## config.mk

```make
export PLATFORM = sky130hd
export DESIGN_NAME = pfs_math
export DESIGN_NICKNAME = d
export VERILOG_FILES = /design/src/rtl/core/pfs_pkg.sv /design/src/rtl/core/pfs_math.sv
export SDC_FILE = /design/constraint.sdc
export NUM_CORES = 1
export LEC_CHECK = 0
export ABC_CLOCK_PERIOD_IN_PS = 9000
export BUFFER_PORTS_ARGS = -buffer_cell sky130_fd_sc_hd__buf_2
export CORE_UTILIZATION = 64
export DETAILED_ROUTE_END_ITERATION = 7
export GPL_ROUTABILITY_DRIVEN = 1
export PLACE_DENSITY = 0.85
export SLEW_MARGIN = 20
export SYNTH_ARGS = -nofsm -noshare
export SYNTH_HDL_FRONTEND = slang
export SYNTH_SLANG_ARGS = --single-unit
```

## constraint.sdc

```tcl
create_clock -name aclk -period 9 [get_ports aclk]
set_clock_uncertainty 0.2 [all_clocks]
set_input_delay 0.45 -clock aclk [delete_from_list [all_inputs] [get_ports aclk]]
set_output_delay 0.45 -clock aclk [all_outputs]
set_load 0.01 [all_outputs]
```

## src/rtl/core/pfs_pkg.sv

```systemverilog
package pfs_pkg;

    localparam int CW = 24;
    localparam int WW = 56;
    localparam int WMAG = 28;
    localparam int MAX_POINTS = 16;

    typedef enum logic [1:0] {
        OP_SQRT = 2'b01,
        OP_DIV  = 2'b10
    } math_op_t;

    typedef struct packed {
        logic            start;
        math_op_t        op;
        logic [WW-1:0]   a;
        logic [WW-1:0]   b;
    } math_req_t;

    typedef struct packed {
        logic            done;
        logic [WW-1:0]   q;
    } math_rsp_t;

    localparam logic [2:0] REG_MAX_SPEED   = 3'd0;
    localparam logic [2:0] REG_MAX_FORCE   = 3'd1;
    localparam logic [2:0] REG_PATH_LENGTH = 3'd2;
    localparam logic [2:0] REG_START_X     = 3'd3;
    localparam logic [2:0] REG_START_Y     = 3'd4;

endpackage

```

## src/rtl/core/pfs_math.sv

```systemverilog
module pfs_math (
    input  logic                aclk,
    input  logic                aresetn,
    input  pfs_pkg::math_req_t  req,
    output pfs_pkg::math_rsp_t  rsp
);

    localparam int W = pfs_pkg::WW;

    logic                 busy_reg;
    logic                 sqrt_reg;
    logic [6:0]           cnt_reg;
    logic [W-1:0]         rem_reg;
    logic [W-1:0]         num_reg;
    logic [W-1:0]         den_reg;
    logic [W-1:0]         q_reg;
    logic                 done_reg;
    logic [W+1:0]         trial;
    logic [W+1:0]         rem2;
    logic [W+1:0]         rs;

    always_comb begin
        rem2  = {rem_reg, num_reg[W-1:W-2]};
        rs    = {q_reg[W-1:0], 2'b01};
        if (sqrt_reg) begin
            trial = rem2 - rs;
        end else begin
            trial = {1'b0, rem_reg, num_reg[W-1]} - {2'b00, den_reg};
        end
    end

    always_ff @(posedge aclk) begin
        if (!aresetn) begin
            busy_reg <= 1'b0;
            done_reg <= 1'b0;
        end else begin
            done_reg <= 1'b0;
            if (req.start) begin
                busy_reg <= 1'b1;
                sqrt_reg <= (req.op == pfs_pkg::OP_SQRT);
                cnt_reg  <= (req.op == pfs_pkg::OP_SQRT) ? 7'(W / 2) : 7'(W);
                rem_reg  <= '0;
                num_reg  <= req.a;
                den_reg  <= req.b;
                q_reg    <= '0;
            end else if (busy_reg) begin
                if (sqrt_reg) begin
                    num_reg <= {num_reg[W-3:0], 2'b00};
                    if (!trial[W+1]) begin
                        rem_reg <= trial[W-1:0];
                        q_reg   <= {q_reg[W-2:0], 1'b1};
                    end else begin
                        rem_reg <= rem2[W-1:0];
                        q_reg   <= {q_reg[W-2:0], 1'b0};
                    end
                end else begin
                    num_reg <= {num_reg[W-2:0], 1'b0};
                    if (!trial[W+1]) begin
                        rem_reg <= trial[W-1:0];
                        q_reg   <= {q_reg[W-2:0], 1'b1};
                    end else begin
                        rem_reg <= {rem_reg[W-2:0], num_reg[W-1]};
                        q_reg   <= {q_reg[W-2:0], 1'b0};
                    end
                end
                cnt_reg <= cnt_reg - 7'd1;
                if (cnt_reg == 7'd1) begin
                    busy_reg <= 1'b0;
                    done_reg <= 1'b1;
                end
            end
        end
    end

    assign rsp.done = done_reg;
    assign rsp.q    = q_reg;

endmodule

```

==> impl_metrics.json <==
{
  "worst_setup_path_start_kind": "flop",
  "crit_fanout": 25,
  "dieHeight_um": 167,
  "dp_hpwl_um": 32100,
  "design.die.area_sq_um": 27800,
  "peakVddDrop_uv": 181,
  "h-tree-depth": 1,
  "cts_sinks": 234,
  "powerDensity_nw_per_um2": 197,
  "setup_viol": 0,
  "ys_types": 79,
  "grt_pass1_wl_um": 80600,
  "synth_cells": 1883,
  "cts_resized": 0,
  "slew_violations": 0,
  "max_stage_delay_ps": 760,
  "cts_buffers": 27,
  "status": "complete, no violations",
  "synth_edf_count": 232,
  "wl_per_cell_um": 20.9,
  "vias": 15800,
  "worstPathRequired_ps": 9080,
  "numPortBuffers": 173,
  "async_flop_share_pct": 0,
  "clk_latency_ps": 560,
  "grt.overflow.total": 0,
  "drv_cap": 0,
  "ant_nets": 0,
  "tns_ps": 0,
  "max_slew.worst_pin.slew_ps": 1120,
  "drive_gt1_share_pct": 11.9,
  "crit_path_cell_trace": "ha_1 -> nand2_1 -> o21ai_0 -> a21o_1 -> a2111oi_0 -> a211oi_1 -> mux2i_1 -> a21oi_2 -> o311a_1 -> buf_4 -> mux4_2 -> nor2b_1",
  "vias_per_cell": 6.43,
  "synth_top_area_share_pct": 40.1,
  "timing.fmax_mhz": 205,
  "ys_seq_area_share_pct": 40.3,
  "min_path_type": "in2reg",
  "design_area_sq_um": 20300,
  "worstSetupEndpointType": "flop",
  "die_x_um": 167,
  "avgSynthCellArea_sq_um": 9.23,
  "final_cell_mix": "edfxtp_1 (232), nand2_1 (184), buf_2 (172)",
  "grt_max_degree": 180,
  "p_leak_nw": 8.85,
  "rsz0062_at_grt": "false",
  "cp.arrival_ps": 4970,
  "final_common_cell": "edfxtp_1",
  "synth_flop_cell": "edfxtp_1",
  "rows": 59,
  "gp_congestion": 0.939,
  "yosys_warnings": 0,
  "core_area_sq_um": 26400,
  "synth_area_leaders": "edfxtp_1 (40%), ha_1 (8.2%), mux2i_1 (4.9%)",
  "cts_tree": "yes",
  "crit_type": "reg2reg",
  "synth_largest_area_cell": "edfxtp_1",
  "cp_slowest_cell": "o311a_1",
  "cts-root-buf": "clkbuf_16",
  "drc": 0,
  "finalNetCount": 2331,
  "dr.pass1.iters": 6,
  "drt_iter0_drc": 1746,
  "ys_ff_latch": 234,
  "fill_cells": 1710,
  "antenna_found_initial": 0,
  "start_util_pct": 66.0,
  "hold_viol": 0,
  "area_growth_pct": 17.0,
  "cts_max_path_buffers": 3,
  "track_usage_pct": 36.2,
  "place_area_sq_um": 18400,
  "synth_area_sq_um": 17400,
  "fin_crit_ps": 4890,
  "grt_pass1_vias": 15300,
  "place_ws_ps": 4110,
  "clkTransAtPathRegs_ps": 70,
  "r2r_slack_ps": 4110,
  "relSlewSlack_pct": 25.1,
  "fin_crit_sh_pct": 54.3,
  "io_pins": 174,
  "syn-num-nets": 2115,
  "routed_wl_um": 51200,
  "worst_slack_ps": 4110
}
-- power by group --
group / switching, mW / leakage (nW) / internal [mW]
Combinational: 0.864 / 6.15 / 0.574
Sequential: 0.0743 / 2.25 / 1.32
Clock: 0.480 / 0.451 / 0.693
Total: 1.42 / 8.85 / 2.59
-- stage by stage --
step / util (%) / instances / hold slack, ps / power, mW
final: 77.2 / 2453 / 25.5 / 4.01
after global routing: 77.2 / 2452 / 42.1 / 4.17
after CTS: 77.2 / 2451 / 1.62 / 3.94
after detailed placement: 69.7 / 2298 / 243 / 2.74
after global placement: 69.7 / 2298 / 239 / 2.71
after floorplan: - / 1883 / 221 / 2.43
-- critical path: cells and delay by family, from the launching register on --
| kind | cells | cell delay (ps) |
|---|---|---|
| flops | 1 | 470 |
| compound gates | 6 | 2190 |
| buf+inv | 1 | 450 |
| fa+ha+maj | 1 | 470 |
| mux | 2 | 570 |
| simple gates | 2 | 260 |
-- per-layer routing --
layer / track usage [%] / share of wire (%)
met5: 0 / 0
met4: 15.7 / 4.8
met3: 4.02 / 7.4
met2: 63.2 / 49
met1: 45.5 / 39
-- area by class of cell --
class | instances | area (sq um) | share of cell area, %
sequential | 234 | 7010 | 34.4
timing repair buffer | 289 | 2020 | 9.95
tap | 335 | 419 | 2.06
inverter | 152 | 571 | 2.80
clock buffer | 30 | 687 | 3.38
clock inverter | 17 | 228 | 1.12
multi-input combinational | 1395 | 9410 | 46.2
antenna | 1 | 2.50 | 0.0123
-- cell usage after synthesis (all sizes together) (51+ instances only) --
cell / count
xnor2: 56
inv: 152
a21oi: 143
nor2: 171
a211oi: 51
a21o: 59
mux2i: 85
nand2: 184
clkbuf: 81
ha: 114
o21ai: 133
edfxtp: 232
-- cells by family (layout without fill, tap and decap cells) --
| group | after synthesis | in the layout | synth area share [%] |
|---|---|---|---|
| other | 0 | 1 | 0 |
| XOR/XNOR | 105 | 105 | 5.29 |
| adder cells (fa/ha/maj) | 115 | 115 | 8.32 |
| flip-flops | 234 | 234 | 40.3 |
| multiplexers | 101 | 101 | 6.28 |
| AND/OR/NAND/NOR | 531 | 531 | 13.7 |
| AO/OA/AOI/OAI | 543 | 543 | 20.4 |
| buffers and inverters | 254 | 488 | 5.70 |
-- worst paths after layout --
path | startpoint | to | cells past startpoint
setup / recovery | rem_reg[45] | rem_reg[8] | 12
hold / removal | req[67] | num_reg[11] | 3
setup reg to reg | rem_reg[45] | rem_reg[8] | 12
hold reg to reg | busy_reg | done_reg | 2
-- repair_timing --
item,CTS,global route
hold buffers,106,0
endpoints found under the hold margin,106,0
setup buffers,0,0
endpoints found under the setup margin,0,0
Note: power is estimated with default switching activity, not from simulation.
